[config.mk]
export PLATFORM = sky130hd
export DESIGN_NAME = offset_direction_orderer_flat
export DESIGN_NICKNAME = d
export VERILOG_FILES = /design/src/hdl/odo_pkg.sv /design/src/hdl/odo_in_if.sv /design/src/hdl/odo_out_if.sv /design/src/hdl/offset_direction_orderer.sv /design/src/flat_wrapper.sv
export SDC_FILE = /design/constraint.sdc
export NUM_CORES = 1
export LEC_CHECK = 0
export CORE_MARGIN = 4
export CORE_UTILIZATION = 35
export CTS_BUF_LIST = sky130_fd_sc_hd__clkbuf_8
export CTS_CLUSTER_DIAMETER = 40
export DETAILED_ROUTE_END_ITERATION = 12
export DONT_BUFFER_PORTS = 1
export PLACE_DENSITY = 0.55
export SYNTH_ARGS = -nofsm -noshare
export SYNTH_HDL_FRONTEND = slang
export SYNTH_SLANG_ARGS = --single-unit
[constraint.sdc]
create_clock -name clk -period 7.06 [get_ports clk]
set_input_delay 1.412 -clock clk [delete_from_list [all_inputs] [get_ports clk]]
set_output_delay 1.412 -clock clk [all_outputs]
set_load 0.05 [all_outputs]
[src/hdl/odo_pkg.sv]
// odo_pkg: shared constants, types and helper functions of the offset direction orderer
// no dependencies; compiled first
`default_nettype none

package odo_pkg;

	localparam int MAX_JOINTS   = 8;
	localparam int OFFSET_WIDTH = 16;
	localparam int DIR_W        = 4;
	localparam int JIDX_W       = (MAX_JOINTS > 1) ? $clog2(MAX_JOINTS) : 1;
	localparam int CNT_W        = $clog2(MAX_JOINTS + 1);
	localparam int RUN_W        = $clog2(2 * MAX_JOINTS + 1);

	typedef logic signed [OFFSET_WIDTH-1:0] offset_t;
	typedef logic [OFFSET_WIDTH-1:0]        mag_t;
	typedef logic [JIDX_W-1:0]              jidx_t;
	typedef logic [CNT_W-1:0]               cnt_t;
	typedef logic [RUN_W-1:0]               run_t;
	typedef logic [DIR_W-1:0]               dir_t;

	typedef enum logic [1:0] {
		ST_LOAD,
		ST_FETCH,
		ST_CMP,
		ST_EMIT
	} state_t;

	typedef enum logic [1:0] {
		PH_FWD,
		PH_ZERO,
		PH_REV
	} phase_t;

	// absolute value; the most negative code maps to 2^(w-1)
	function automatic mag_t magnitude(offset_t v);
		mag_t m;
		m = v[OFFSET_WIDTH-1] ? mag_t'(-v) : mag_t'(v);
		return m;
	endfunction

	// 2*joint plus the step bit, fitted to the index width
	function automatic dir_t dir_index(jidx_t jt, logic pos);
		logic [JIDX_W:0] raw;
		raw = {jt, pos};
		return dir_t'(raw);
	endfunction

endpackage

`default_nettype wire

[src/hdl/odo_in_if.sv]
// odo_in_if: valid/ready channel carrying one joint offset per transaction
// depends on odo_pkg
`default_nettype none

interface odo_in_if import odo_pkg::*; ();
	logic    valid;
	logic    ready;
	offset_t joint_offset;
	logic    last_joint;

	modport source (output valid, output joint_offset, output last_joint, input ready);
	modport sink   (input valid, input joint_offset, input last_joint, output ready);
endinterface

`default_nettype wire

[src/hdl/odo_out_if.sv]
// odo_out_if: valid/ready channel carrying one move direction index per transaction
// depends on odo_pkg
`default_nettype none

interface odo_out_if import odo_pkg::*; ();
	logic valid;
	logic ready;
	dir_t direction_index;
	logic last_of_run;
	logic overflow;

	modport source (output valid, output direction_index, output last_of_run,
		output overflow, input ready);
	modport sink   (input valid, input direction_index, input last_of_run,
		input overflow, output ready);
endinterface

`default_nettype wire

[src/hdl/offset_direction_orderer.sv]
// offset_direction_orderer: collects joint offsets, ranks them by magnitude and emits
// the 2N move direction indices; depends on odo_pkg, odo_in_if, odo_out_if
// input accepts offset transactions while loading; after the last joint the
// ranking does one magnitude compare per cycle in a shared comparator;
// emission then walks the ranking three times and holds a result while the result
// side stalls; zero joints rank first and the forward pass skips them
// input opens again the cycle after the run's final step
// reset clears the joint count, the dropped flag, the sequencer and the output valid;
// the offset and ranking registers hold no reset value and are written before use
`default_nettype none

module offset_direction_orderer import odo_pkg::*; (
	input  wire         clk,
	input  wire         arst_n,
	odo_in_if.sink      joint,
	odo_out_if.source   move
);

	// stored vector and ranking
	offset_t offset_q [MAX_JOINTS];
	jidx_t   order_q  [MAX_JOINTS];
	cnt_t    count_q;
	logic    dropped_q;

	// sequencer
	state_t  state_q, state_d;
	phase_t  phase_q;
	jidx_t   i_q, j_q, rank_q, r_q;
	mag_t    mag_i_q;
	logic    half_q;
	run_t    k_q;

	// output register
	logic    out_valid_q;
	dir_t    out_dir_q;
	logic    out_last_q;
	logic    out_ovf_q;

	// combinational control
	cnt_t    last_idx;
	jidx_t   jt;
	jidx_t   rd_addr;
	offset_t off_rd;
	mag_t    mag_rd;
	logic    less;
	logic    nz, neg;
	logic    want, slot_ok, advance, emit;
	dir_t    idx;
	logic    in_acc;
	logic    at_last_r, at_last_j, at_last_i;

	assign in_acc   = joint.valid && joint.ready;
	assign last_idx = count_q - cnt_t'(1);

	// one read port into the offset registers, shared by ranking and emission
	assign jt      = order_q[r_q];
	assign rd_addr = (state_q == ST_FETCH) ? i_q :
	                 (state_q == ST_CMP)   ? j_q : jt;
	assign off_rd  = offset_q[rd_addr];
	assign mag_rd  = magnitude(off_rd);

	// stable rank compare: smaller magnitude, or equal and lower index
	assign less = (mag_rd < mag_i_q) || ((mag_rd == mag_i_q) && (j_q < i_q));

	assign nz  = (off_rd != '0);
	assign neg = off_rd[OFFSET_WIDTH-1];

	assign at_last_r = (cnt_t'(r_q) == last_idx);
	assign at_last_j = (cnt_t'(j_q) == last_idx);
	assign at_last_i = (cnt_t'(i_q) == last_idx);

	assign slot_ok = !out_valid_q || move.ready;

	// next state
	always_comb begin
		state_d = state_q;
		case (state_q)
			ST_LOAD: begin
				if (in_acc && joint.last_joint) state_d = ST_FETCH;
			end
			ST_FETCH: begin
				state_d = ST_CMP;
			end
			ST_CMP: begin
				if (at_last_j) state_d = at_last_i ? ST_EMIT : ST_FETCH;
			end
			ST_EMIT: begin
				if (advance && (phase_q == PH_REV) && (r_q == '0)) state_d = ST_LOAD;
			end
			default: state_d = ST_LOAD;
		endcase
	end

	// sequencer outputs
	always_comb begin
		want         = 1'b0;
		idx          = '0;
		joint.ready  = (state_q == ST_LOAD);
		case (phase_q)
			PH_FWD: begin
				want = nz;
				idx  = dir_index(jt, !neg);
			end
			PH_ZERO: begin
				want = !nz;
				idx  = dir_index(jt, half_q);
			end
			PH_REV: begin
				want = nz;
				idx  = dir_index(jt, neg);
			end
			default: begin
				want = 1'b0;
				idx  = '0;
			end
		endcase
		advance = (state_q == ST_EMIT) && (!want || slot_ok);
		emit    = advance && want;
	end

	// load path and run bookkeeping
	always_ff @(posedge clk or negedge arst_n) begin
		if (!arst_n) begin
			count_q   <= '0;
			dropped_q <= 1'b0;
		end else if (in_acc) begin
			if (count_q < cnt_t'(MAX_JOINTS)) count_q <= count_q + cnt_t'(1);
			else dropped_q <= 1'b1;
		end else if (state_q == ST_EMIT && state_d == ST_LOAD) begin
			count_q   <= '0;
			dropped_q <= 1'b0;
		end
	end

	always_ff @(posedge clk) begin
		if (in_acc && (count_q < cnt_t'(MAX_JOINTS)))
			offset_q[count_q[JIDX_W-1:0]] <= joint.joint_offset;
		if (state_q == ST_CMP && at_last_j)
			order_q[rank_q + jidx_t'(less)] <= i_q;
	end

	// sequencer registers
	always_ff @(posedge clk or negedge arst_n) begin
		if (!arst_n) begin
			state_q <= ST_LOAD;
			phase_q <= PH_FWD;
			i_q     <= '0;
			j_q     <= '0;
			rank_q  <= '0;
			r_q     <= '0;
			half_q  <= 1'b0;
			k_q     <= '0;
			mag_i_q <= '0;
		end else begin
			state_q <= state_d;
			case (state_q)
				ST_LOAD: begin
					i_q <= '0;
				end
				ST_FETCH: begin
					mag_i_q <= mag_rd;
					j_q     <= '0;
					rank_q  <= '0;
				end
				ST_CMP: begin
					rank_q <= rank_q + jidx_t'(less);
					j_q    <= j_q + jidx_t'(1);
					if (at_last_j) begin
						i_q     <= i_q + jidx_t'(1);
						r_q     <= '0;
						phase_q <= PH_FWD;
						half_q  <= 1'b0;
						k_q     <= '0;
					end
				end
				ST_EMIT: begin
					if (emit) k_q <= k_q + run_t'(1);
					if (advance) begin
						case (phase_q)
							PH_FWD: begin
								if (at_last_r) begin
									phase_q <= PH_ZERO;
									r_q     <= '0;
								end else begin
									r_q <= r_q + jidx_t'(1);
								end
							end
							PH_ZERO: begin
								// a zero joint goes out twice, negative step first
								if (want && !half_q) begin
									half_q <= 1'b1;
								end else begin
									half_q <= 1'b0;
									if (at_last_r) begin
										phase_q <= PH_REV;
										r_q     <= last_idx[JIDX_W-1:0];
									end else begin
										r_q <= r_q + jidx_t'(1);
									end
								end
							end
							PH_REV: begin
								if (r_q != '0) r_q <= r_q - jidx_t'(1);
							end
							default: phase_q <= PH_FWD;
						endcase
					end
				end
				default: ;
			endcase
		end
	end

	// output register, parts the sequencer from the result side
	always_ff @(posedge clk or negedge arst_n) begin
		if (!arst_n) begin
			out_valid_q <= 1'b0;
		end else if (emit) begin
			out_valid_q <= 1'b1;
		end else if (move.ready) begin
			out_valid_q <= 1'b0;
		end
	end

	always_ff @(posedge clk) begin
		if (emit) begin
			out_dir_q  <= idx;
			out_last_q <= (k_q == (run_t'({count_q, 1'b0}) - run_t'(1)));
			out_ovf_q  <= dropped_q;
		end
	end

	assign move.valid           = out_valid_q;
	assign move.direction_index = out_dir_q;
	assign move.last_of_run     = out_last_q;
	assign move.overflow        = out_ovf_q;

	// checks
	a_last_closes_input: assert property (@(posedge clk) disable iff (!arst_n)
		(in_acc && joint.last_joint) |=> !joint.ready)
		else $error("input still open after the last joint");

	a_count_bound: assert property (@(posedge clk) disable iff (!arst_n)
		count_q <= cnt_t'(MAX_JOINTS))
		else $error("joint count beyond store depth");

	// the reverse pass may still skip zero joints after the final result
	a_run_length: assert property (@(posedge clk) disable iff (!arst_n)
		(state_q == ST_EMIT) |-> (k_q <= run_t'({count_q, 1'b0})))
		else $error("more results than 2N in one run");

	a_rank_in_range: assert property (@(posedge clk) disable iff (!arst_n)
		(state_q == ST_CMP) |-> (cnt_t'(rank_q) <= last_idx))
		else $error("rank beyond stored joints");

endmodule

`default_nettype wire
[src/flat_wrapper.sv]
// flat-port wrapper written by rule: the top's interface ports become plain ports
module offset_direction_orderer_flat import odo_pkg::*;
  (clk, arst_n, joint_valid, joint_joint_offset, joint_last_joint, joint_ready, move_valid, move_direction_index, move_last_of_run, move_overflow, move_ready);
  odo_in_if joint_i ();
  odo_out_if move_i ();
  input  wire clk;
  input  wire arst_n;
  input wire logic [$bits(joint_i.valid)-1:0] joint_valid;
  input wire logic [$bits(joint_i.joint_offset)-1:0] joint_joint_offset;
  input wire logic [$bits(joint_i.last_joint)-1:0] joint_last_joint;
  output wire logic [$bits(joint_i.ready)-1:0] joint_ready;
  output wire logic [$bits(move_i.valid)-1:0] move_valid;
  output wire logic [$bits(move_i.direction_index)-1:0] move_direction_index;
  output wire logic [$bits(move_i.last_of_run)-1:0] move_last_of_run;
  output wire logic [$bits(move_i.overflow)-1:0] move_overflow;
  input wire logic [$bits(move_i.ready)-1:0] move_ready;
  assign joint_i.valid = joint_valid;
  assign joint_i.joint_offset = joint_joint_offset;
  assign joint_i.last_joint = joint_last_joint;
  assign joint_ready = joint_i.ready;
  assign move_valid = move_i.valid;
  assign move_direction_index = move_i.direction_index;
  assign move_last_of_run = move_i.last_of_run;
  assign move_overflow = move_i.overflow;
  assign move_i.ready = move_ready;
  offset_direction_orderer u_core (.clk(clk), .arst_n(arst_n), .joint(joint_i), .move(move_i));
endmodule
==> impl_metrics.tcl <==
set metrics [dict create \
    period_share_pct 93.1 \
    synth_area_leader_cell "edfxtp_1" \
    clock-root-buffer "clkbuf_8" \
    via_count 6948 \
    ys_seq_area_share_pct 56.9 \
    synth_edf_count 158 \
    final_nets 950 \
    cts_tree "done" \
    rows 62 \
    htreeDepth 2 \
    syn_to_final_growth_pct 13.7 \
    grt_overflow 0 \
    worstHoldStart "u_core.mag_i_q[7]" \
    slew-limit-headroom_pct 22.7 \
    cts_setup_buffers 0 \
    crit_fanout 10 \
    clock_skew_ns 0.0437 \
    die_w_um 179 \
    ys.flop_type "edfxtp_1" \
    clock_latency_ns 0.56 \
    report.final.slew_viol_count 0 \
    holdPathEnd "u_core.mag_i_q[7]" \
    core_sq_um 28900 \
    critical-path-slowest-cell "dfrtp_1" \
    register_area_sq_um 5850 \
    placed_cell_area_sq_um 10900 \
    syn_nets 914 \
    synth_area_sq_um 10300 \
    ctsResizeCount 0 \
    synthArstFlopShare_pct 21.8 \
    reg2reg_from "u_core.r_q[0]" \
    yosysWarnings 0 \
    arrival_ns 6.79 \
    ys_seq_elements 202 \
    rrSetupSlack_ns 0.49 \
    endpoint_kind "register" \
    die_y_um 179 \
    cts_hold_buf 0 \
    numPortBuffers 0 \
    dp_slack_ns 0.372 \
    required_ns 7.28 \
    drtIter0Drc 487 \
    antenna_cells 0 \
    postRouteAntennaNets 0 \
    min-delay-path-class "reg -> reg" \
    max_stage_delay_ns 0.61 \
    cts-buffers-inserted 40 \
    setup_tns_ns 0 \
    period_needed_ns 6.57 \
    hpwl_um 17200 \
    drc 0 \
    dr.pass1.iters 6 \
    grt_setup_unrepaired "true" \
    antenna_found_initial 0 \
    r2r_cells 29 \
    dieArea_sq_um 32200 \
    place_congestion 0.872 \
    grt_pass1_vias 6861 \
    maxCapViolations 0 \
    drive_above_1_share_pct 16.4 \
    clk_pin_slew_ns 0.06 \
    holdPathStages 1 \
    grt_max_degree 45 \
    avgSynthCellArea_sq_um 12.0 \
    initial_core_util_pct 35.6 \
    hold_violations 0 \
    tightest_slew_ns 1.16 \
    avgViaCountPerCell 5.33 \
    cpMostUsedCell "ha_1" \
    yosysTopAreaCellShare_pct 46.1 \
    io_pins 29 \
    synth_area_leaders "edfxtp_1 46%, dfrtp_1 11%, mux2i_1 6.2%" \
    globalRouteTotalUtil_pct 15.9 \
    clock-sinks 202 \
    synth_cell_type_count 70 \
    run_status "finished, final reports clean" \
    crit_path_start_kind "register" \
    grt_pass1_wl_um 39400 \
    r2r-end "u_core.order_q[3][0]" \
    fin_area_sq_um 11700 \
    wirelength_um 25400 \
    fillers 2752 \
    syn_inst 855 \
    multi_input_area_sq_um 4170 \
    routedWlPerCell_um 19.5 \
    fmax_mhz 152 \
    crit_type "reg -> reg" \
    setup_viol 0 \
    clk_path_buf_depth 3 \
    fin_ws_ns 0.489 \
]
-- metrics by stage --
| step | utilization, % | instances | hold WS (ns) |
|---|---|---|---|
| floorplan | - | 855 | 0.425 |
| global placement | 37.6 | 1233 | 0.489 |
| detailed placement | 37.6 | 1233 | 0.497 |
| CTS | 40.3 | 1304 | 0.509 |
| global route | 40.5 | 1304 | 0.526 |
| finish | 40.5 | 1304 | 0.504 |
-- registers in the layout, summed over array words and instances, names as in the netlist, 3 cells and up --
name / count
u_core.count_q: 4
u_core.i_q: 3
u_core.j_q: 3
u_core.k_q: 5
u_core.mag_i_q: 16
u_core.move.direction_index: 4
u_core.offset_q: 128
u_core.order_q: 24
u_core.r_q: 3
u_core.rank_q: 3
-- synthesized netlist by cell type, types with 4 or more instances --
library cell	instances
and3_1	9
a21oi_1	26
nand2_1	72
a211o_1	5
a211oi_1	11
nand2b_1	9
a31oi_1	11
nor2_1	57
xor2_1	10
dfrtp_1	44
nor2b_1	13
o31ai_1	4
buf_6	4
a22oi_1	4
xnor2_1	24
o211ai_1	6
nand4_1	18
inv_1	41
o22ai_1	10
ha_1	38
clkbuf_1	23
nand3_1	19
a2111oi_0	5
o21ai_0	36
edfxtp_1	158
mux2_2	25
nand4b_1	4
nor3_1	28
a221oi_1	4
mux2i_1	64
buf_2	11
and2_1	4
-- routing by layer --
metal / track usage, % / wire [um] / up-vias
li1: - / - / 3295
met1: 22.5 / 11700 / 3371
met2: 24.9 / 11500 / 226
met3: 2.85 / 1510 / 56
met4: 5.30 / 664 / 0
met5: 0 / 0 / -
-- logic make-up (layout without fill, tap and decap cells) --
family	after synthesis	count (layout)	share of synthesized area, %
buffers and inverters	80	145	3.38
flip-flops	202	202	56.9
adder cells (fa/ha/maj)	38	38	4.62
AO/OA/AOI/OAI	158	158	10.5
XOR/XNOR	34	34	2.90
AND/OR/NAND/NOR	251	251	12.2
multiplexers	92	92	9.52
-- layout make-up --
| cell class | instances | share of cell area (%) |
|---|---|---|
| clock buffer | 41 | 4.83 |
| inverter | 41 | 1.32 |
| clock inverter | 30 | 1.84 |
| sequential | 202 | 50.0 |
| timing repair buffer | 33 | 2.26 |
| tap | 384 | 4.11 |
| multi-input combinational | 573 | 35.7 |
-- placed cells by master, fill, tap and decap left out, drive strengths merged, types with 5 or more instances in the layout --
cell / count
ha: 38
a31oi: 11
o21ai: 36
mux2i: 64
xor2: 10
nor2b: 13
xnor2: 24
buf: 33
clkinv: 16
a211oi: 11
nor2: 57
a21oi: 27
inv: 51
edfxtp: 158
nand2b: 9
o22ai: 10
a2111oi: 5
nor3: 28
a211o: 5
nand2: 72
dfrtp: 44
mux2: 26
clkbuf: 41
and3: 9
nand3: 19
o211ai: 7
nand4: 18
-- worst max path at each step --
stage	startpoint	endpoint	slack (ns)	cells after the start
2_1_floorplan	u_core.state_q[1]	u_core.order_q[0][0]	0.41	34
3_3_place_gp	u_core.state_q[1]	u_core.order_q[4][0]	0.48	30
3_5_place_dp	u_core.state_q[1]	u_core.order_q[4][2]	0.37	30
4_1_cts	u_core.state_q[1]	u_core.order_q[0][2]	0.31	30
5_1_grt	u_core.state_q[0]	u_core.order_q[1][2]	-0.07	32
6_report	u_core.r_q[0]	u_core.order_q[3][0]	0.49	29
-- critical path, delay by kind of cell (launching register included) --
family / cells / cell delay, ns
mux: 3 / 1.01
buf+inv: 3 / 0.40
xor+xnor: 2 / 0.35
simple gates: 10 / 1.85
fa+ha+maj: 4 / 0.77
compound gates: 7 / 1.25
flops: 1 / 0.61
Power is left out: the tool's default activity adds up to more than one toggle a clock period on the data nets, which glitch-free logic cannot reach.
